**src/design/oaht_pkg.sv**
```systemverilog
`timescale 1ns / 1ps
package oaht_pkg;
	localparam int REQ_W = 2;
	localparam int STATUS_W = 3;
	localparam int SIZE_W = 4;
	localparam int START_W = 10;
	localparam int SLOT_OUT_W = 10;
	localparam int TOTAL_W = 11;

	typedef enum logic [REQ_W-1:0] {
		REQ_LOOKUP = 2'd0,
		REQ_INSERT = 2'd1,
		REQ_REMOVE = 2'd2,
		REQ_INSERT_AT = 2'd3
	} req_t;

	typedef enum logic [STATUS_W-1:0] {
		ST_OK = 3'd0,
		ST_NOT_FOUND = 3'd1,
		ST_FULL = 3'd2,
		ST_VALUE_SET = 3'd3,
		ST_RANGE = 3'd4,
		ST_OCCUPIED = 3'd5
	} status_t;

	typedef struct packed {
		logic load;
		logic read;
		logic step;
		logic finish;
		status_t status;
		logic write_entry;
		logic write_value;
		logic clear_entry;
		logic inc_count;
		logic dec_count;
		logic report_value;
		logic report_slot;
	} cmd_t;

	typedef struct packed {
		logic clearing;
		logic start_bad;
		logic full;
		logic used;
		logic key_match;
		logic value_zero;
		logic exhausted;
		logic out_busy;
	} sts_t;
endpackage

```
**src/design/oaht_ctrl.sv**
```systemverilog
`timescale 1ns / 1ps
module oaht_ctrl (
	input logic clk,
	input logic arst_n,
	input logic req_valid,
	output logic req_ready,
	input logic [oaht_pkg::REQ_W-1:0] req_type,
	input oaht_pkg::sts_t sts,
	output oaht_pkg::cmd_t cmd
);
	typedef enum logic [3:0] {
		S_IDLE = 4'b0001,
		S_READ = 4'b0010,
		S_EVAL = 4'b0100,
		S_HOLD = 4'b1000
	} state_t;

	state_t state_q;
	state_t state_d;
	logic [oaht_pkg::REQ_W-1:0] op_q;

	always_ff @(posedge clk or negedge arst_n) begin
		if (!arst_n) begin
			state_q <= S_IDLE;
			op_q <= oaht_pkg::REQ_LOOKUP;
		end else begin
			state_q <= state_d;
			if (req_valid && req_ready) begin
				op_q <= req_type;
			end
		end
	end

	assign req_ready = (state_q == S_IDLE) && !sts.clearing;

	always_comb begin
		state_d = state_q;
		cmd = '0;
		cmd.status = oaht_pkg::ST_OK;
		unique case (state_q)
			S_IDLE: begin
				if (req_valid && req_ready) begin
					cmd.load = 1'b1;
					state_d = S_READ;
				end
			end
			S_READ: begin
				cmd.read = 1'b1;
				state_d = S_EVAL;
			end
			S_EVAL: begin
				if (sts.out_busy) begin
					state_d = S_EVAL;
				end else if (sts.start_bad) begin
					cmd.finish = 1'b1;
					cmd.status = oaht_pkg::ST_RANGE;
				end else begin
					unique case (op_q)
						oaht_pkg::REQ_LOOKUP, oaht_pkg::REQ_REMOVE: begin
							if (!sts.used) begin
								cmd.finish = 1'b1;
								cmd.status = oaht_pkg::ST_NOT_FOUND;
							end else if (sts.key_match) begin
								cmd.finish = 1'b1;
								cmd.report_value = 1'b1;
								cmd.report_slot = 1'b1;
								if (op_q == oaht_pkg::REQ_REMOVE) begin
									cmd.clear_entry = 1'b1;
									cmd.dec_count = 1'b1;
								end
							end else if (sts.exhausted) begin
								cmd.finish = 1'b1;
								cmd.status = oaht_pkg::ST_NOT_FOUND;
							end else begin
								cmd.step = 1'b1;
							end
						end
						oaht_pkg::REQ_INSERT: begin
							if (sts.full) begin
								cmd.finish = 1'b1;
								cmd.status = oaht_pkg::ST_FULL;
							end else if (!sts.used) begin
								cmd.finish = 1'b1;
								cmd.report_slot = 1'b1;
								cmd.write_entry = 1'b1;
								cmd.inc_count = 1'b1;
							end else if (sts.key_match) begin
								cmd.finish = 1'b1;
								cmd.report_slot = 1'b1;
								if (sts.value_zero) begin
									cmd.write_value = 1'b1;
								end else begin
									cmd.status = oaht_pkg::ST_VALUE_SET;
								end
							end else if (sts.exhausted) begin
								cmd.finish = 1'b1;
								cmd.status = oaht_pkg::ST_FULL;
							end else begin
								cmd.step = 1'b1;
							end
						end
						default: begin
							cmd.finish = 1'b1;
							if (sts.full) begin
								cmd.status = oaht_pkg::ST_FULL;
							end else if (sts.used) begin
								cmd.status = oaht_pkg::ST_OCCUPIED;
								cmd.report_slot = 1'b1;
							end else begin
								cmd.report_slot = 1'b1;
								cmd.write_entry = 1'b1;
								cmd.inc_count = 1'b1;
							end
						end
					endcase
				end
				if (cmd.step) begin
					state_d = S_HOLD;
				end else if (cmd.finish) begin
					state_d = S_IDLE;
				end
			end
			S_HOLD: begin
				state_d = S_READ;
			end
			default: begin
				state_d = S_IDLE;
			end
		endcase
	end
endmodule

```
**config.mk**
```make
export PLATFORM = sky130hd
export DESIGN_NAME = oaht_ctrl
export DESIGN_NICKNAME = d
export VERILOG_FILES = /design/src/design/oaht_pkg.sv /design/src/design/oaht_ctrl.sv
export SDC_FILE = /design/constraint.sdc
export NUM_CORES = 1
export LEC_CHECK = 0
export BUFFER_PORTS_ARGS = -buffer_cell sky130_fd_sc_hd__buf_2
export CAP_MARGIN = 10
export CORE_AREA = 3 3 40 42
export CTS_CLUSTER_DIAMETER = 80
export DETAILED_ROUTE_END_ITERATION = 8
export DIE_AREA = 0 0 43 45
export GPL_TIMING_DRIVEN = 0
export PLACE_DENSITY = 0.73
export SKIP_CTS_REPAIR_TIMING = 1
export SYNTH_ARGS = -nofsm -noshare
export SYNTH_HDL_FRONTEND = slang
export SYNTH_SLANG_ARGS = --single-unit
```
**constraint.sdc**
```tcl
create_clock -name clk -period 2.5 [get_ports clk]
set_input_delay 0.125 -clock clk [delete_from_list [all_inputs] [get_ports clk]]
set_output_delay 0.125 -clock clk [all_outputs]
set_load 0.01 [all_outputs]
```
Word level (Yosys, flattened, before mapping)
Index checks and enable logic that the tools add are counted.
{ "op_classes": {"n_eq_ne": 8, "n_mux": 53, "n_reduce_logical": 6} }
{ "ops": {"columns": ["cell", "n"], "rows": [
  ["$mux 4", 10],
  ["$mux 12", 3],
  ["$mux 1", 25],
  ["$mux 3", 6],
  ["$pmux 4 s4", 1],
  ["$pmux 4 s2", 1],
  ["$mux 7", 1],
  ["$mux 2", 3],
  ["$pmux 1 s2", 3],
  ["$eq 4x1->1 const B", 1],
  ["$eq 4x2->1 const B", 1],
  ["$eq 4x3->1 const B", 1],
  ["$eq 4x4->1 const B", 1],
  ["$ne 4x4->1 const B", 1],
  ["$eq 2x1->1 const B", 1],
  ["$eq 2x2->1 const B", 1],
  ["$logic_and 1x1->1", 2],
  ["$logic_not 2->1", 1],
  ["$ne 2x2->1 const B", 1],
  ["$reduce_and 2->1", 1],
  ["$reduce_or 2->1", 1],
  ["$logic_not 1->1", 1]
]} }
{ "word_totals": {"ff_bits": 6, "elab_cells": 69} }

Depth between registers and ports, before layout
Gate-level depths: netlist (run 1).
{ "depth": {"word_depth": 11, "depth_mapped": 5} }

Least setup slack after synthesis (run 1)
No wires, ideal clock.
{ "synth_timing": {"kind": "register to register", "start": "register state_q[0]", "end": "register op_q[0] (netlist bit)", "setup_time_ns": 0.125, "arrival_ns": 1.399, "required_ns": 2.375, "setup_slack_ns": 0.976, "path_stages_with_launch": 4, "n_path_buf": 0, "period_less_slack_ns": 1.524, "path_cell_list": "dfstp_2 -> nand3b_1 -> or4_4 -> mux2_4"} }
{ "synth_via": {"elab_chain_cells": 3} }
{ "synth_rtl": {"columns": ["element", "line_no", "rtl"], "rows": [
  ["start: declaration", "oaht_ctrl.sv:18", "state_t state_q;"],
  ["start signal: assignment", "oaht_ctrl.sv:27", "state_q <= state_d;"],
  ["$eq 4x1->1", "oaht_ctrl.sv:34", "assign req_ready = (state_q == S_IDLE) && !sts.clearing;"],
  ["$logic_and 1x1->1", "oaht_ctrl.sv:34", null],
  ["$logic_and 1x1->1", "oaht_ctrl.sv:28", "if (req_valid && req_ready) begin"],
  ["end signal: assignment", "oaht_ctrl.sv:25", "op_q <= oaht_pkg::REQ_LOOKUP;"],
  ["end signal: assignment", "oaht_ctrl.sv:29", "op_q <= req_type;"],
  ["end: declaration", "oaht_ctrl.sv:20", "logic [oaht_pkg::REQ_W-1:0] op_q;"]
]} }
Every way passes these cells.
A chain may end at the register's enable or synchronous reset.

==> report_table.html, run 1 <==
<table>
<tr><th>Metric</th><th>Value</th></tr>
<tr><th colspan="2">Outcome</th></tr>
<tr><td>Outcome</td><td>finished, final reports clean</td></tr>
<tr><th colspan="2">Logic synthesis</th></tr>
<tr><td>Portion of the post-synthesis area used by sequential elements</td><td>29.5%</td></tr>
<tr><td>Number of standard cells after synthesis</td><td>between 60 and 70</td></tr>
<tr><td>Total of warnings raised by yosys</td><td>0</td></tr>
<tr><td>Post-Syn Nets</td><td>76</td></tr>
<tr><td>Arithmetic-cell share of the synthesized area counting full adders, half adders and majority gates</td><td>0%</td></tr>
<tr><td>Mux contribution to synthesized area</td><td>around 8.0%</td></tr>
<tr><td>Number of enable flip-flop cells after synthesis</td><td>0</td></tr>
<tr><td>Synthesized area divided by synthesized cell count</td><td>8.14 um2</td></tr>
<tr><td>Combinational family with the most area after synthesis</td><td>simple AND/OR/NAND/NOR gates</td></tr>
<tr><td>Number of synthesized register bits</td><td>6</td></tr>
<tr><td>Post-synthesis async set-or-reset flop share</td><td>100%</td></tr>
<tr><td>Area share of and/or/nand/nor cells after synthesis</td><td>42.0%</td></tr>
<tr><td>Predominant post-synthesis flop cell</td><td>sky130_fd_sc_hd__dfrtp_1</td></tr>
<tr><td>Post-Synth XOR/XNOR Area</td><td>1.71%</td></tr>
<tr><td>Number of library cell types mapped by synthesis</td><td>28</td></tr>
<tr><td>Cell area after technology mapping</td><td>513 um2</td></tr>
<tr><td>Post-synthesis compound-gate area fraction</td><td>14.1%</td></tr>
<tr><th colspan="2">Clock tree</th></tr>
<tr><td>Library cell used as clock root buffer</td><td>sky130_fd_sc_hd__clkbuf_4</td></tr>
<tr><td>TritonCTS clock tree</td><td>built</td></tr>
<tr><td>Htree depth</td><td>1</td></tr>
<tr><td>Clock-pin slew on the worst setup and hold paths</td><td>0.05 ns</td></tr>
<tr><td>Maximum root-to-sink buffer count</td><td>2</td></tr>
<tr><td>Clock network latency to the later pin of the worst-skew pair</td><td>0.24 ns</td></tr>
<tr><td># clock sinks</td><td>6</td></tr>
<tr><td>Number of buffers created by CTS</td><td>3</td></tr>
<tr><th colspan="2">Critical path</th></tr>
<tr><td>Top fanout value on the critical path</td><td>8</td></tr>
<tr><td>Sort of element at the start of the critical path</td><td>register</td></tr>
<tr><td>Setup slack of the most critical reg-to-reg path</td><td>0.92 ns</td></tr>
<tr><td>Critical path destination</td><td>cmd[6]</td></tr>
<tr><td>Bufs and invs on worst path</td><td>2</td></tr>
<tr><td>Depth of the critical timing path with buffers and inverters included</td><td>5</td></tr>
<tr><td>Timing startpoint of the critical path</td><td>state_q[3]</td></tr>
<tr><td>Top delay family on crit path</td><td>simple AND/OR/NAND/NOR gates</td></tr>
<tr><td>Worst reg-to-reg path cell count</td><td>3</td></tr>
<tr><td>Critical path, cell by cell</td><td>buf_4, nor4_1, nand2_1, nor3b_1, buf_2</td></tr>
<tr><td>Critical path class</td><td>register to output port</td></tr>
<tr><td>CP Data Required Time</td><td>2.38 ns</td></tr>
<tr><td>Startpoint of the lowest-slack register-to-register path</td><td>state_q[0]</td></tr>
<tr><td>Endpoint of the lowest-slack register-to-register path</td><td>op_q[0]</td></tr>
<tr><td>Arrival time at the worst endpoint</td><td>1.67 ns</td></tr>
<tr><td>CP endpoint kind</td><td>output port</td></tr>
<tr><td>Highest-delay cell along the critical path</td><td>sky130_fd_sc_hd__dfrtp_1</td></tr>
<tr><td>Delay of the slowest critical-path stage</td><td>about 0.35 ns</td></tr>
<tr><th colspan="2">Floorplan</th></tr>
<tr><td>Total die area</td><td>~1900 um2</td></tr>
<tr><td>Total number of placement rows</td><td>13</td></tr>
<tr><td>Core box area</td><td>1280 um2</td></tr>
<tr><td>Overall die height</td><td>about 45 um</td></tr>
<tr><td>Horizontal die dimension</td><td>roughly 43 um</td></tr>
<tr><td>Initial Utilization</td><td>39.9%</td></tr>
<tr><td>I/O pins</td><td>28</td></tr>
<tr><th colspan="2">Power and ir drop</th></tr>
<tr><td>Total leakage power</td><td>0.362 nW</td></tr>
<tr><td>Switch share</td><td>29.1%</td></tr>
<tr><td>Peak supply drop</td><td>0.303 mV</td></tr>
<tr><td>Cell-internal power</td><td>219 uW</td></tr>
<tr><td>Power Density</td><td>440 nW/um2</td></tr>
<tr><td>Register share of total power</td><td>between 40% and 50%</td></tr>
<tr><td>Switching component of the power</td><td>90.1 uW</td></tr>
<tr><td>Share of power burned in the clock network</td><td>30.3%</td></tr>
<tr><td>Overall power consumption</td><td>309 uW</td></tr>
<tr><td>Relative contribution of combinational cells to total power</td><td>27.5%</td></tr>
<tr><th colspan="2">Cells and area</th></tr>
<tr><td>Layout cell share with drive strength beyond 1</td><td>a little over two fifths</td></tr>
<tr><td>Area added between synthesis and finish</td><td>37.1%</td></tr>
<tr><td>Post-route cell area</td><td>703 um2</td></tr>
<tr><td>Number of fill cells in the layout</td><td>138</td></tr>
<tr><td>Combined flip-flop and latch cell area</td><td>about 150 um2</td></tr>
<tr><td>Area of the multi-input gates</td><td>338 um2</td></tr>
<tr><td>Total Nets Final</td><td>109</td></tr>
<tr><td>Count of antenna diodes in the layout</td><td>0</td></tr>
<tr><th colspan="2">STA</th></tr>
<tr><td>Worst Max-Slew Pin Slew</td><td>0.380 ns</td></tr>
<tr><td>Relative slew slack</td><td>74.6%</td></tr>
<tr><td>Worst hold slack after final layout</td><td>0.109 ns</td></tr>
<tr><td>Max-slew violations</td><td>0</td></tr>
<tr><td>Worst clock skew on the final layout</td><td>~0.0074 ns</td></tr>
<tr><td>Final setup violation count</td><td>0</td></tr>
<tr><td>Final Critical Period</td><td>1.80 ns</td></tr>
<tr><td>RSZ-0062 raised after global routing</td><td>no</td></tr>
<tr><td>Max Clk Rate</td><td>0.557 GHz</td></tr>
<tr><td>PnR worst setup slack</td><td>0.703 ns</td></tr>
<tr><td>Share of the clock period used by the worst path</td><td>71.9%</td></tr>
<tr><td>Fin. Hold Viols</td><td>0</td></tr>
<tr><td>Final TNS setup</td><td>0 ns</td></tr>
<tr><th colspan="2">GRT</th></tr>
<tr><td>Leftover overflow at the end of global routing</td><td>0</td></tr>
<tr><td>Global-route wire length before repair</td><td>roughly 2.0 mm</td></tr>
<tr><td>Number of antenna violations at the first check in global routing</td><td>0</td></tr>
<tr><td>All-Layer GR Usage</td><td>around 14%</td></tr>
<tr><td>Vias in the first global route</td><td>484</td></tr>
<tr><td>Largest net degree at the start of global routing</td><td>10</td></tr>
<tr><th colspan="2">Routing</th></tr>
<tr><td>Routed wire per std cell</td><td>11.2 um</td></tr>
<tr><td>First drt pass iteration count</td><td>4</td></tr>
<tr><td>Number of nets with antenna violations after routing</td><td>0</td></tr>
<tr><td>Remaining routing DRC violations</td><td>0</td></tr>
<tr><td>Number of vias after detailed routing</td><td>561</td></tr>
<tr><td>Post-Route WL</td><td>about 1.2 mm</td></tr>
<tr><td>Detailed Route Iter0 Violations</td><td>6</td></tr>
<tr><td>Detailed-route vias per instance</td><td>5.10</td></tr>
<tr><th colspan="2">Placed design</th></tr>
<tr><td>Placed Area</td><td>667 um2</td></tr>
<tr><td>Global placement routability congestion</td><td>0.827</td></tr>
<tr><td>Dpl ws</td><td>0.910 ns</td></tr>
<tr><td>IO Port Bufs</td><td>27</td></tr>
<tr><td>DPL Wire Length</td><td>1.01 mm</td></tr>
<tr><th colspan="2">Min path</th></tr>
<tr><td>Worst hold path class</td><td>primary input to register</td></tr>
<tr><th colspan="2">Run</th></tr>
<tr><td>Maximum Capacitance Violations</td><td>0</td></tr>
</table>
==> layout make-up <==
type,instances,share of cell area [%]
sequential,6,21.5
inverter,1,0.534
buffer,3,2.85
timing repair buffer,28,20.6
multi-input combinational,53,48.0
tap,15,2.67
clock buffer,4,3.74
==> synthesized netlist by cell type (all sizes together) (2+ instances only) <==
library cell / number / area [um2]
mux2: 3 / 41.3
nor4: 3 / 18.8
nand2: 5 / 18.8
nor2: 6 / 22.5
nand3: 2 / 10.0
buf: 3 / 20.0
nor3: 2 / 10.0
a31oi: 2 / 12.5
dfrtp: 5 / 125
nor4b: 2 / 17.5
nor2b: 7 / 43.8
nor3b: 3 / 22.5
nand2b: 2 / 12.5
o21ai: 2 / 10.0
a21oi: 5 / 25.0
==> worst min-delay path by stage <==
| stage | start | endpoint | slack, ns | cells after the start |
|---|---|---|---|---|
| after CTS | arst_n | state_q[1] | -0.32 | 1 |
| after global routing | req_type[1] | op_q[1] | 0.1 | 2 |
| after detailed placement | arst_n | state_q[2] | -0.05 | 1 |
| after global placement | arst_n | state_q[3] | -0.05 | 1 |
| final | req_type[1] | op_q[1] | 0.11 | 2 |
| after floorplan | arst_n | op_q[0] | -0.17 | 0 |
==> cell usage in the layout (no fill, tap or decap), types with 2 or more instances in the layout <==
| cell | synthesis | routed |
|---|---|---|
| sky130_fd_sc_hd__nor4b_1 | 2 | 2 |
| sky130_fd_sc_hd__nor2b_1 | 7 | 7 |
| sky130_fd_sc_hd__nand3_1 | 2 | 2 |
| sky130_fd_sc_hd__dfrtp_1 | 5 | 5 |
| sky130_fd_sc_hd__buf_4 | 2 | 2 |
| sky130_fd_sc_hd__nor3_1 | 2 | 2 |
| sky130_fd_sc_hd__nor2_1 | 6 | 6 |
| sky130_fd_sc_hd__buf_2 | 1 | 28 |
| sky130_fd_sc_hd__nor4_1 | 3 | 3 |
| sky130_fd_sc_hd__o21ai_0 | 2 | 2 |
| sky130_fd_sc_hd__nor3b_1 | 3 | 3 |
| sky130_fd_sc_hd__a31oi_1 | 2 | 2 |
| sky130_fd_sc_hd__mux2_4 | 2 | 2 |
| sky130_fd_sc_hd__nand2b_1 | 2 | 2 |
| sky130_fd_sc_hd__a21oi_1 | 5 | 5 |
| sky130_fd_sc_hd__clkbuf_4 | 0 | 3 |
| sky130_fd_sc_hd__nand2_1 | 5 | 5 |
==> registers in the layout, summed over array words and instances, names as in the netlist <==
name     cells
op_q         2
state_q      4
==> power by group through the flow <==
| stage | sequential, mW | clock, mW | combinational (mW) |
|---|---|---|---|
| floorplan | 0.125 | 0 | 0.0593 |
| global route | 0.132 | 0.104 | 0.0945 |
| detailed placement | 0.131 | 0 | 0.0843 |
| finish | 0.130 | 0.0936 | 0.0851 |
| CTS | 0.130 | 0.0988 | 0.0846 |
| global placement | 0.131 | 0 | 0.0829 |
==> cell families after synthesis <==
family	Yosys count
buf+inv	4
flops	6
xor+xnor	1
mux	3
compound gates	12
simple gates	37
==> per-layer routing <==
metal  track usage (%)  vias to the layer above  part of all wire [%]  wire [um]
met5                 0                        -                     0          0
met3              3.19                        2                   7.3         90
met4              9.04                        0                  0.81         10
li1                  -                      290                     -          -
met1              18.1                      251                    44        546
met2              20.7                       18                    48        588
==> stage by stage <==
| stage | cells | utilization [%] |
|---|---|---|
| after detailed placement | 105 | 51.9 |
| after CTS | 109 | 53.9 |
| after global routing | 110 | 54.7 |
| after global placement | 105 | 51.9 |
| after floorplan | 63 | - |
| final | 110 | 54.7 |
Power figures use the tool's default switching activity.
==> inputs of run 2 (changes only) <==
--- a/config.mk
+++ b/config.mk
@@ -5,6 +5,7 @@
 export SDC_FILE = /design/constraint.sdc
 export NUM_CORES = 1
 export LEC_CHECK = 0
+export ABC_AREA = 1
 export BUFFER_PORTS_ARGS = -buffer_cell sky130_fd_sc_hd__buf_2
 export CAP_MARGIN = 10
 export CORE_AREA = 3 3 40 42
@@ -12,7 +13,7 @@
 export DETAILED_ROUTE_END_ITERATION = 8
 export DIE_AREA = 0 0 43 45
 export GPL_TIMING_DRIVEN = 0
-export PLACE_DENSITY = 0.73
+export PLACE_DENSITY = 0.76
 export SKIP_CTS_REPAIR_TIMING = 1
 export SYNTH_ARGS = -nofsm -noshare
 export SYNTH_HDL_FRONTEND = slang
==> constraint.sdc (replaced) <==
create_clock -name clk -period 1.72 [get_ports clk]
set_input_delay 0.086 -clock clk [delete_from_list [all_inputs] [get_ports clk]]
set_output_delay 0.086 -clock clk [all_outputs]
set_load 0.01 [all_outputs]
==> run 2 against run 1 <==
Net effect:
- hold slack lost 0.041 ns
- register-to-register slack lost 0.33 ns
- first-iteration DRC count shrank 50%
- sequential share of layout area shrank 1.3 points
- area after synthesis grew 8.0%
- die area is the same
- non-clock buffer count shrank 2
- global-route usage shrank 0.084 points
- synthesized cell count grew 40%
- clock-buffer cell count is the same
- clock power grew 50%
==> report_table.html, run 2 <==
<table>
<tr><th>Metric</th><th>Value</th></tr>
<tr><th colspan="2">Critical path</th></tr>
<tr><td>CP Data Required Time</td><td>1.63 ns (-0.75 ns)</td></tr>
<tr><td>Setup slack of the most critical reg-to-reg path</td><td>0.59 ns (-0.33 ns)</td></tr>
<tr><td>Sort of element at the start of the critical path</td><td>register</td></tr>
<tr><td>Critical path class</td><td>register to output port</td></tr>
<tr><td>Top delay family on crit path</td><td>simple AND/OR/NAND/NOR gates</td></tr>
<tr><td>CP endpoint kind</td><td>output port</td></tr>
<tr><td>Highest-delay cell along the critical path</td><td>sky130_fd_sc_hd__dfrtp_1</td></tr>
<tr><td>Top fanout value on the critical path</td><td>8 (unchanged)</td></tr>
<tr><td>Delay of the slowest critical-path stage</td><td>0.38 ns (+0.03 ns)</td></tr>
<tr><td>Arrival time at the worst endpoint</td><td>1.45 ns (-0.22 ns)</td></tr>
<tr><td>Bufs and invs on worst path</td><td>3 (+1)</td></tr>
<tr><td>Critical path, cell by cell</td><td>inv_2, nand2_1, nor2_4, nand3_4, nor3_2, buf_4, buf_2</td></tr>
<tr><th colspan="2">STA</th></tr>
<tr><td>Relative slew slack</td><td>84.1% (+9.5 points)</td></tr>
<tr><td>Final setup violation count</td><td>0 (unchanged)</td></tr>
<tr><td>Worst Max-Slew Pin Slew</td><td>0.238 ns (-0.142 ns)</td></tr>
<tr><td>Worst clock skew on the final layout</td><td>0.00595 ns (-0.00144 ns)</td></tr>
<tr><td>Fin. Hold Viols</td><td>0 (unchanged)</td></tr>
<tr><td>RSZ-0062 raised after global routing</td><td>no</td></tr>
<tr><td>Share of the clock period used by the worst path</td><td>around nine tenths</td></tr>
<tr><td>Final Critical Period</td><td>~1.5 ns</td></tr>
<tr><td>Max Clk Rate</td><td>~0.65 GHz</td></tr>
<tr><td>Max-slew violations</td><td>0 (unchanged)</td></tr>
<tr><td>Final TNS setup</td><td>0 ns (unchanged)</td></tr>
<tr><th colspan="2">Power and ir drop</th></tr>
<tr><td>Power Density</td><td>1060 nW/um2 (+140%)</td></tr>
<tr><td>Overall power consumption</td><td>797 uW (+160%)</td></tr>
<tr><td>Total leakage power</td><td>0.425 nW (+17%)</td></tr>
<tr><td>Peak supply drop</td><td>0.664 mV (+120%)</td></tr>
<tr><th colspan="2">Logic synthesis</th></tr>
<tr><td>Number of enable flip-flop cells after synthesis</td><td>0 (unchanged)</td></tr>
<tr><td>Portion of the post-synthesis area used by sequential elements</td><td>27.3% (-2.2 points)</td></tr>
<tr><td>Most common cell in the netlist</td><td>sky130_fd_sc_hd__inv_1</td></tr>
<tr><td>Area share of and/or/nand/nor cells after synthesis</td><td>45.8% (+3.9 points)</td></tr>
<tr><td>Post-synth top area share</td><td>22.6% (-1.8 points)</td></tr>
<tr><td>Post-synthesis compound-gate area fraction</td><td>12.0% (-2.2 points)</td></tr>
<tr><td>Dominant cell type by area after synthesis</td><td>sky130_fd_sc_hd__dfrtp_1</td></tr>
<tr><td>Synth top area cells</td><td>sky130_fd_sc_hd__dfrtp_1 (23%), sky130_fd_sc_hd__inv_1 (12%), sky130_fd_sc_hd__nand2_1 (12%)</td></tr>
<tr><td>Cell area after technology mapping</td><td>554 um2 (+8.0%)</td></tr>
<tr><td>Predominant post-synthesis flop cell</td><td>sky130_fd_sc_hd__dfrtp_1</td></tr>
<tr><td>Post-synthesis async set-or-reset flop share</td><td>100% (unchanged)</td></tr>
<tr><td>Number of library cell types mapped by synthesis</td><td>22 (-21%)</td></tr>
<tr><td>Combinational family with the most area after synthesis</td><td>simple AND/OR/NAND/NOR gates</td></tr>
<tr><td>Synthesized area divided by synthesized cell count</td><td>6.30 um2 (-23%)</td></tr>
<tr><td>Total of warnings raised by yosys</td><td>0 (unchanged)</td></tr>
<tr><td>Commonest cells in the synthesized netlist</td><td>sky130_fd_sc_hd__inv_1 (18), sky130_fd_sc_hd__nand2_1 (17), sky130_fd_sc_hd__nor2_1 (16)</td></tr>
<tr><td>Post-Syn Nets</td><td>101 (+33%)</td></tr>
<tr><td>Arithmetic-cell share of the synthesized area counting full adders, half adders and majority gates</td><td>0% (unchanged)</td></tr>
<tr><td>Post-Synth XOR/XNOR Area</td><td>0% (-1.7 points)</td></tr>
<tr><td>Number of standard cells after synthesis</td><td>88 (+40%)</td></tr>
<tr><td>Number of synthesized register bits</td><td>6 (unchanged)</td></tr>
<tr><td>Mux contribution to synthesized area</td><td>0% (-8.0 points)</td></tr>
<tr><th colspan="2">Clock tree</th></tr>
<tr><td># clock sinks</td><td>6 (unchanged)</td></tr>
<tr><td>TritonCTS clock tree</td><td>built</td></tr>
<tr><td>Number of buffers created by CTS</td><td>3 (unchanged)</td></tr>
<tr><td>Htree depth</td><td>1 (unchanged)</td></tr>
<tr><td>Clock network latency to the later pin of the worst-skew pair</td><td>0.24 ns (about the same)</td></tr>
<tr><td>Clock-pin slew on the worst setup and hold paths</td><td>0.05 ns (about the same)</td></tr>
<tr><td>Maximum root-to-sink buffer count</td><td>2 (unchanged)</td></tr>
<tr><td>Library cell used as clock root buffer</td><td>sky130_fd_sc_hd__clkbuf_4</td></tr>
<tr><th colspan="2">Routing</th></tr>
<tr><td>Remaining routing DRC violations</td><td>0 (unchanged)</td></tr>
<tr><td>Detailed Route Iter0 Violations</td><td>3 (-3)</td></tr>
<tr><td>Routed wire per std cell</td><td>9.17 um (-18%)</td></tr>
<tr><td>Number of nets with antenna violations after routing</td><td>0 (unchanged)</td></tr>
<tr><td>Post-Route WL</td><td>1.24 mm (+0.24%)</td></tr>
<tr><td>First drt pass iteration count</td><td>4 (unchanged)</td></tr>
<tr><td>Number of vias after detailed routing</td><td>637 (+14%)</td></tr>
<tr><td>Detailed-route vias per instance</td><td>4.72 (-7.5%)</td></tr>
<tr><th colspan="2">GRT</th></tr>
<tr><td>Number of antenna violations at the first check in global routing</td><td>0 (unchanged)</td></tr>
<tr><td>Global-route wire length before repair</td><td>2.01 mm (+0.35%)</td></tr>
<tr><td>Leftover overflow at the end of global routing</td><td>0 (unchanged)</td></tr>
<tr><td>All-Layer GR Usage</td><td>13.8% (-0.084 points)</td></tr>
<tr><td>Largest net degree at the start of global routing</td><td>9 (-1)</td></tr>
<tr><td>Vias in the first global route</td><td>538 (+11%)</td></tr>
<tr><th colspan="2">Outcome</th></tr>
<tr><td>Outcome</td><td>finished, final reports clean</td></tr>
<tr><th colspan="2">Floorplan</th></tr>
<tr><td>Total number of placement rows</td><td>13 (unchanged)</td></tr>
<tr><td>Total die area</td><td>1940 um2 (unchanged)</td></tr>
<tr><td>I/O pins</td><td>28 (unchanged)</td></tr>
<tr><td>Initial Utilization</td><td>43.1% (+3.2 points)</td></tr>
<tr><td>Core box area</td><td>1280 um2 (unchanged)</td></tr>
<tr><td>Overall die height</td><td>45 um (unchanged)</td></tr>
<tr><td>Horizontal die dimension</td><td>43 um (unchanged)</td></tr>
<tr><th colspan="2">Cells and area</th></tr>
<tr><td>Leading cell type in the layout, fill and taps excluded</td><td>sky130_fd_sc_hd__buf_2</td></tr>
<tr><td>Commonest non-fill, non-tap cells in the layout</td><td>sky130_fd_sc_hd__buf_2 (27), sky130_fd_sc_hd__inv_1 (18), sky130_fd_sc_hd__nand2_1 (17)</td></tr>
<tr><td>Layout cell share with drive strength beyond 1</td><td>37.5% (-4.6 points)</td></tr>
<tr><td>Registers with the highest flip-flop counts</td><td>state_q x4, op_q x2</td></tr>
<tr><td>Count of antenna diodes in the layout</td><td>0 (unchanged)</td></tr>
<tr><td>Total Nets Final</td><td>134 (+23%)</td></tr>
<tr><td>Area added between synthesis and finish</td><td>35.2%</td></tr>
<tr><td>Largest register by flop count</td><td>state_q</td></tr>
<tr><td>Largest register FFs</td><td>4 (unchanged)</td></tr>
<tr><th colspan="2">Run</th></tr>
<tr><td>Maximum Capacitance Violations</td><td>0 (unchanged)</td></tr>
<tr><th colspan="2">Placed design</th></tr>
<tr><td>IO Port Bufs</td><td>27 (unchanged)</td></tr>
<tr><td>DPL Wire Length</td><td>1.03 mm (+2.4%)</td></tr>
<tr><td>Global placement routability congestion</td><td>0.896 (+8.4%)</td></tr>
<tr><th colspan="2">Min path</th></tr>
<tr><td>Worst hold path class</td><td>primary input to register</td></tr>
</table>
## run 2: cells by family (layout without fill, tap and decap cells)
family	Yosys count	in the layout
AOI/OAI and AO/OA	11	11
buffers and inverters	21	53
DFF	6	6
and+or+nand+nor	50	50
## run 2: routing by layer
metal	vias to the layer above	global-route usage [%]	wire length, um
met3	2	4.38	70
met1	280	17.1	546
li1	334	-	-
met2	21	22.2	602
met5	-	0	0
met4	0	6.02	19
## run 2: final cells by class
class	instances	area, um2
sequential	6	151
clock buffer	4	26.3
timing repair buffer	28	145
fill	122	536
buffer	1	7.51
multi-input combinational	61	325
inverter	20	75.1
tap	15	18.8
## run 2: path summary, 6_finish.rpt
check | from | endpoint | cells after the start
max | state_q[3] | cmd[4] | 7
min | req_type[0] | op_q[0] | 3
max reg2reg | state_q[0] | state_q[1] | 5
min reg2reg | state_q[1] | state_q[2] | 2
max in group asynchronous | arst_n | state_q[0] | 2
min in group asynchronous | arst_n | op_q[0] | 2
## run 2: stage by stage
stage	hold slack [ns]	cells	cell area (um2)	utilization, %	worst slack [ns]
global route	0.0816	135	749	58.3	0.0495
CTS	-0.350	134	734	57.2	0.138
floorplan	-0.210	88	554	-	0.473
global placement	-0.0879	130	708	55.1	0.419
detailed placement	-0.0863	130	708	55.1	0.400
finish	0.0675	135	749	58.3	0.187
## run 2: worst register-to-register path: stages, from the launching register on
cell and delay [ns]:
sky130_fd_sc_hd__dfstp_2 0.54, sky130_fd_sc_hd__nand2_2 0.08, sky130_fd_sc_hd__nor2_4 0.14, sky130_fd_sc_hd__o21ai_0 0.12, sky130_fd_sc_hd__o21ai_0 0.09, sky130_fd_sc_hd__inv_1 0.05
## run 2: report_power, final
group,switching [mW],total (mW),internal (mW)
clock,0.0525,0.140,0.0880
sequential,0.0625,0.264,0.202
combinational,0.244,0.392,0.148
total,0.359,0.797,0.438
==> inputs of run 3 (changes only) <==
--- a/config.mk
+++ b/config.mk
@@ -8,10 +8,10 @@
 export ABC_AREA = 1
 export BUFFER_PORTS_ARGS = -buffer_cell sky130_fd_sc_hd__buf_2
 export CAP_MARGIN = 10
-export CORE_AREA = 3 3 40 42
+export CORE_AREA = 2 2 39 41
 export CTS_CLUSTER_DIAMETER = 80
 export DETAILED_ROUTE_END_ITERATION = 8
-export DIE_AREA = 0 0 43 45
+export DIE_AREA = 0 0 41 43
 export GPL_TIMING_DRIVEN = 0
 export PLACE_DENSITY = 0.76
 export SKIP_CTS_REPAIR_TIMING = 1
==> run 3 against run 2 <==
Net effect:
- register-to-register slack got worse by 0.05 ns
- combinational power up 4%
- sequential share of layout area is essentially flat
- highest routed layer unchanged
- clock skew decreased by 0.0023 ns
- wire length increased by 5.7%
- largest power group unchanged
- first-iteration DRC count grew to 5.7 times the previous value
- hold slack worse by 0.0045 ns
- maximum frequency decreased by 0.96%
- via count fell by 0.47%
- clock-buffer cell count did not move
==> report_table.html, run 3 (synthesis results as in run 2) <==
<table>
<tr><th>Metric</th><th>Value</th></tr>
<tr><th colspan="2">Power and ir drop</th></tr>
<tr><td>Switching component of the power</td><td>380 uW (+5.8%)</td></tr>
<tr><td>Total leakage power</td><td>0.425 nW (unchanged)</td></tr>
<tr><td>Register share of total power</td><td>32.7% (-0.5 points)</td></tr>
<tr><td>Switch share</td><td>46.4% (+1.4 points)</td></tr>
<tr><td>Share of power burned in the clock network</td><td>17.7% (about the same)</td></tr>
<tr><td>Power Density</td><td>1090 nW/um2 (+2.5%)</td></tr>
<tr><td>Relative contribution of combinational cells to total power</td><td>49.6% (+0.4 points)</td></tr>
<tr><td>Cell-internal power</td><td>439 uW (about the same)</td></tr>
<tr><td>Peak supply drop</td><td>0.696 mV (+4.8%)</td></tr>
<tr><th colspan="2">GRT</th></tr>
<tr><td>Leftover overflow at the end of global routing</td><td>0 (unchanged)</td></tr>
<tr><td>Number of antenna violations at the first check in global routing</td><td>0 (unchanged)</td></tr>
<tr><td>All-Layer GR Usage</td><td>16.6% (+2.8 points)</td></tr>
<tr><td>Vias in the first global route</td><td>525 (-2.4%)</td></tr>
<tr><td>Global-route wire length before repair</td><td>2.02 mm (+0.35%)</td></tr>
<tr><td>Largest net degree at the start of global routing</td><td>9 (unchanged)</td></tr>
<tr><th colspan="2">Cells and area</th></tr>
<tr><td>Leading cell type in the layout, fill and taps excluded</td><td>sky130_fd_sc_hd__buf_2</td></tr>
<tr><td>Number of fill cells in the layout</td><td>143 (+17%)</td></tr>
<tr><td>Commonest non-fill, non-tap cells in the layout</td><td>sky130_fd_sc_hd__buf_2 (27), sky130_fd_sc_hd__inv_1 (18), sky130_fd_sc_hd__nand2_1 (17)</td></tr>
<tr><td>Area added between synthesis and finish</td><td>35.4%</td></tr>
<tr><td>Count of antenna diodes in the layout</td><td>0 (unchanged)</td></tr>
<tr><td>Total Nets Final</td><td>134 (unchanged)</td></tr>
<tr><td>Largest register FFs</td><td>4 (unchanged)</td></tr>
<tr><td>Combined flip-flop and latch cell area</td><td>151 um2 (unchanged)</td></tr>
<tr><td>Layout cell share with drive strength beyond 1</td><td>37.5% (unchanged)</td></tr>
<tr><td>Largest register by flop count</td><td>state_q</td></tr>
<tr><td>Final Non-Filler Cells</td><td>136 (+0.74%)</td></tr>
<tr><td>Area of the multi-input gates</td><td>325 um2 (unchanged)</td></tr>
<tr><td>Registers with the highest flip-flop counts</td><td>state_q x4, op_q x2</td></tr>
<tr><th colspan="2">Critical path</th></tr>
<tr><td>Critical path class</td><td>register to output port</td></tr>
<tr><td>CP endpoint kind</td><td>output port</td></tr>
<tr><td>Delay of the slowest critical-path stage</td><td>0.38 ns (about the same)</td></tr>
<tr><td>Top fanout value on the critical path</td><td>8 (unchanged)</td></tr>
<tr><td>Sort of element at the start of the critical path</td><td>register</td></tr>
<tr><td>Bufs and invs on worst path</td><td>3 (unchanged)</td></tr>
<tr><td>Arrival time at the worst endpoint</td><td>1.46 ns (about the same)</td></tr>
<tr><td>Top delay family on crit path</td><td>simple AND/OR/NAND/NOR gates</td></tr>
<tr><td>Highest-delay cell along the critical path</td><td>sky130_fd_sc_hd__dfrtp_1</td></tr>
<tr><td>CP Data Required Time</td><td>1.63 ns (about the same)</td></tr>
<tr><td>Critical path, cell by cell</td><td>inv_1, nand2_2, nor2_4, nand3_4, nor3_2, buf_4, buf_2</td></tr>
<tr><th colspan="2">Routing</th></tr>
<tr><td>Routed wire per std cell</td><td>9.63 um (+5.0%)</td></tr>
<tr><td>First drt pass iteration count</td><td>4 (unchanged)</td></tr>
<tr><td>Detailed-route vias per instance</td><td>4.66 (-1.2%)</td></tr>
<tr><td>Number of nets with antenna violations after routing</td><td>0 (unchanged)</td></tr>
<tr><td>Detailed Route Iter0 Violations</td><td>17 (+14)</td></tr>
<tr><td>Number of vias after detailed routing</td><td>634 (-0.47%)</td></tr>
<tr><td>Post-Route WL</td><td>1.31 mm (+5.7%)</td></tr>
<tr><td>Remaining routing DRC violations</td><td>0 (unchanged)</td></tr>
<tr><th colspan="2">Floorplan</th></tr>
<tr><td>Total number of placement rows</td><td>14 (+1)</td></tr>
<tr><td>Horizontal die dimension</td><td>41 um (-4.7%)</td></tr>
<tr><td>Initial Utilization</td><td>40.1% (-3.1 points)</td></tr>
<tr><td>Total die area</td><td>1760 um2 (-8.9%)</td></tr>
<tr><td>Overall die height</td><td>43 um (-4.4%)</td></tr>
<tr><td>Core box area</td><td>1380 um2 (+7.7%)</td></tr>
<tr><td>I/O pins</td><td>28 (unchanged)</td></tr>
<tr><th colspan="2">Placed design</th></tr>
<tr><td>IO Port Bufs</td><td>27 (unchanged)</td></tr>
<tr><td>Dpl ws</td><td>0.394 ns (-0.00553 ns)</td></tr>
<tr><td>Global placement routability congestion</td><td>0.925 (+3.2%)</td></tr>
<tr><td>Number of cells after detailed placement</td><td>131 (+0.77%)</td></tr>
<tr><td>DPL Wire Length</td><td>996 um (-3.6%)</td></tr>
<tr><th colspan="2">STA</th></tr>
<tr><td>Final Critical Period</td><td>1.55 ns (+0.0149 ns)</td></tr>
<tr><td>Worst Max-Slew Pin Slew</td><td>0.260 ns (+0.0221 ns)</td></tr>
<tr><td>Fin. Hold Viols</td><td>0 (unchanged)</td></tr>
<tr><td>PnR worst setup slack</td><td>0.173 ns (-0.0149 ns)</td></tr>
<tr><td>RSZ-0062 raised after global routing</td><td>no</td></tr>
<tr><td>Max-slew violations</td><td>0 (unchanged)</td></tr>
<tr><td>Worst clock skew on the final layout</td><td>0.00364 ns (-0.00231 ns)</td></tr>
<tr><td>Final setup violation count</td><td>0 (unchanged)</td></tr>
<tr><td>Share of the clock period used by the worst path</td><td>90.0% (+0.87 points)</td></tr>
<tr><td>Final TNS setup</td><td>0 ns (unchanged)</td></tr>
<tr><td>Relative slew slack</td><td>82.5% (-1.7 points)</td></tr>
<tr><td>Max Clk Rate</td><td>0.646 GHz (-0.96%)</td></tr>
<tr><th colspan="2">Clock tree</th></tr>
<tr><td># clock sinks</td><td>6 (unchanged)</td></tr>
<tr><td>Htree depth</td><td>1 (unchanged)</td></tr>
<tr><td>Clock network latency to the later pin of the worst-skew pair</td><td>0.25 ns (about the same)</td></tr>
<tr><td>Number of buffers created by CTS</td><td>3 (unchanged)</td></tr>
<tr><td>Maximum root-to-sink buffer count</td><td>2 (unchanged)</td></tr>
<tr><td>TritonCTS clock tree</td><td>built</td></tr>
<tr><td>Library cell used as clock root buffer</td><td>sky130_fd_sc_hd__clkbuf_4</td></tr>
<tr><td>Clock-pin slew on the worst setup and hold paths</td><td>0.05 ns (about the same)</td></tr>
<tr><th colspan="2">Min path</th></tr>
<tr><td>Worst hold path class</td><td>primary input to register</td></tr>
<tr><th colspan="2">Outcome</th></tr>
<tr><td>Outcome</td><td>finished, final reports clean</td></tr>
<tr><th colspan="2">Run</th></tr>
<tr><td>Maximum Capacitance Violations</td><td>0 (unchanged)</td></tr>
</table>
==> run 3: cell counts in the layout (fill, tap and decap cells not counted) <==
Identical to the previous run, type by type.
==> run 3: per-stage QoR <==
step | area [um2] | util, % | hold WS, ns | total power, mW
2_1_floorplan | 554 | - | -0.210 | 0.554
3_5_place_dp | 709 | 51.3 | -0.0867 | 0.648
5_1_grt | 751 | 54.2 | 0.0781 | 0.891
4_1_cts | 736 | 53.2 | -0.354 | 0.813
3_3_place_gp | 709 | 51.3 | -0.0876 | 0.638
6_report | 751 | 54.2 | 0.0629 | 0.819
==> run 3: area by class of cell <==
cell class                 instances  area share, %
tap                               16           2.67
timing repair buffer              28           19.3
buffer                             1           1.00
sequential                         6           20.2
clock buffer                       4           3.50
inverter                          20           10.0
multi-input combinational         61           43.3
==> run 3: per-layer routing <==
metal	global-route usage, %	up-vias	part of all wire, %
li1	-	337	-
met1	22.8	280	43
met2	25.0	15	53
met3	3.14	2	3.0
met4	6.00	0	0.61
met5	0	-	0
==> run 3: final timing paths <==
kind	from	endpoint	slack [ns]	cells after the start
hold / removal	req_type[0]	op_q[0]	0.06	3
min in group asynchronous	arst_n	op_q[0]	0.18	2
setup / recovery	state_q[1]	cmd[4]	0.17	7
setup reg to reg	state_q[0]	state_q[1]	0.54	5
hold reg to reg	state_q[1]	state_q[2]	0.60	2
max in group asynchronous	arst_n	state_q[0]	1.32	2
==> run 3: power groups by stage <==
stage                     combinational (mW)  clock [mW]  sequential [mW]
after floorplan                        0.302           0            0.252
after global placement                 0.373           0            0.265
after detailed placement               0.380           0            0.267
after CTS                              0.398       0.147            0.268
after global routing                   0.459       0.153            0.279
final                                  0.406       0.145            0.268
==> run 3: worst reg2reg max path, delay by kind of cell, from the launching register on <==
family | cells | cell delay [ns]
compound gates | 2 | 0.24
buf+inv | 1 | 0.05
flops | 1 | 0.55
simple gates | 2 | 0.24
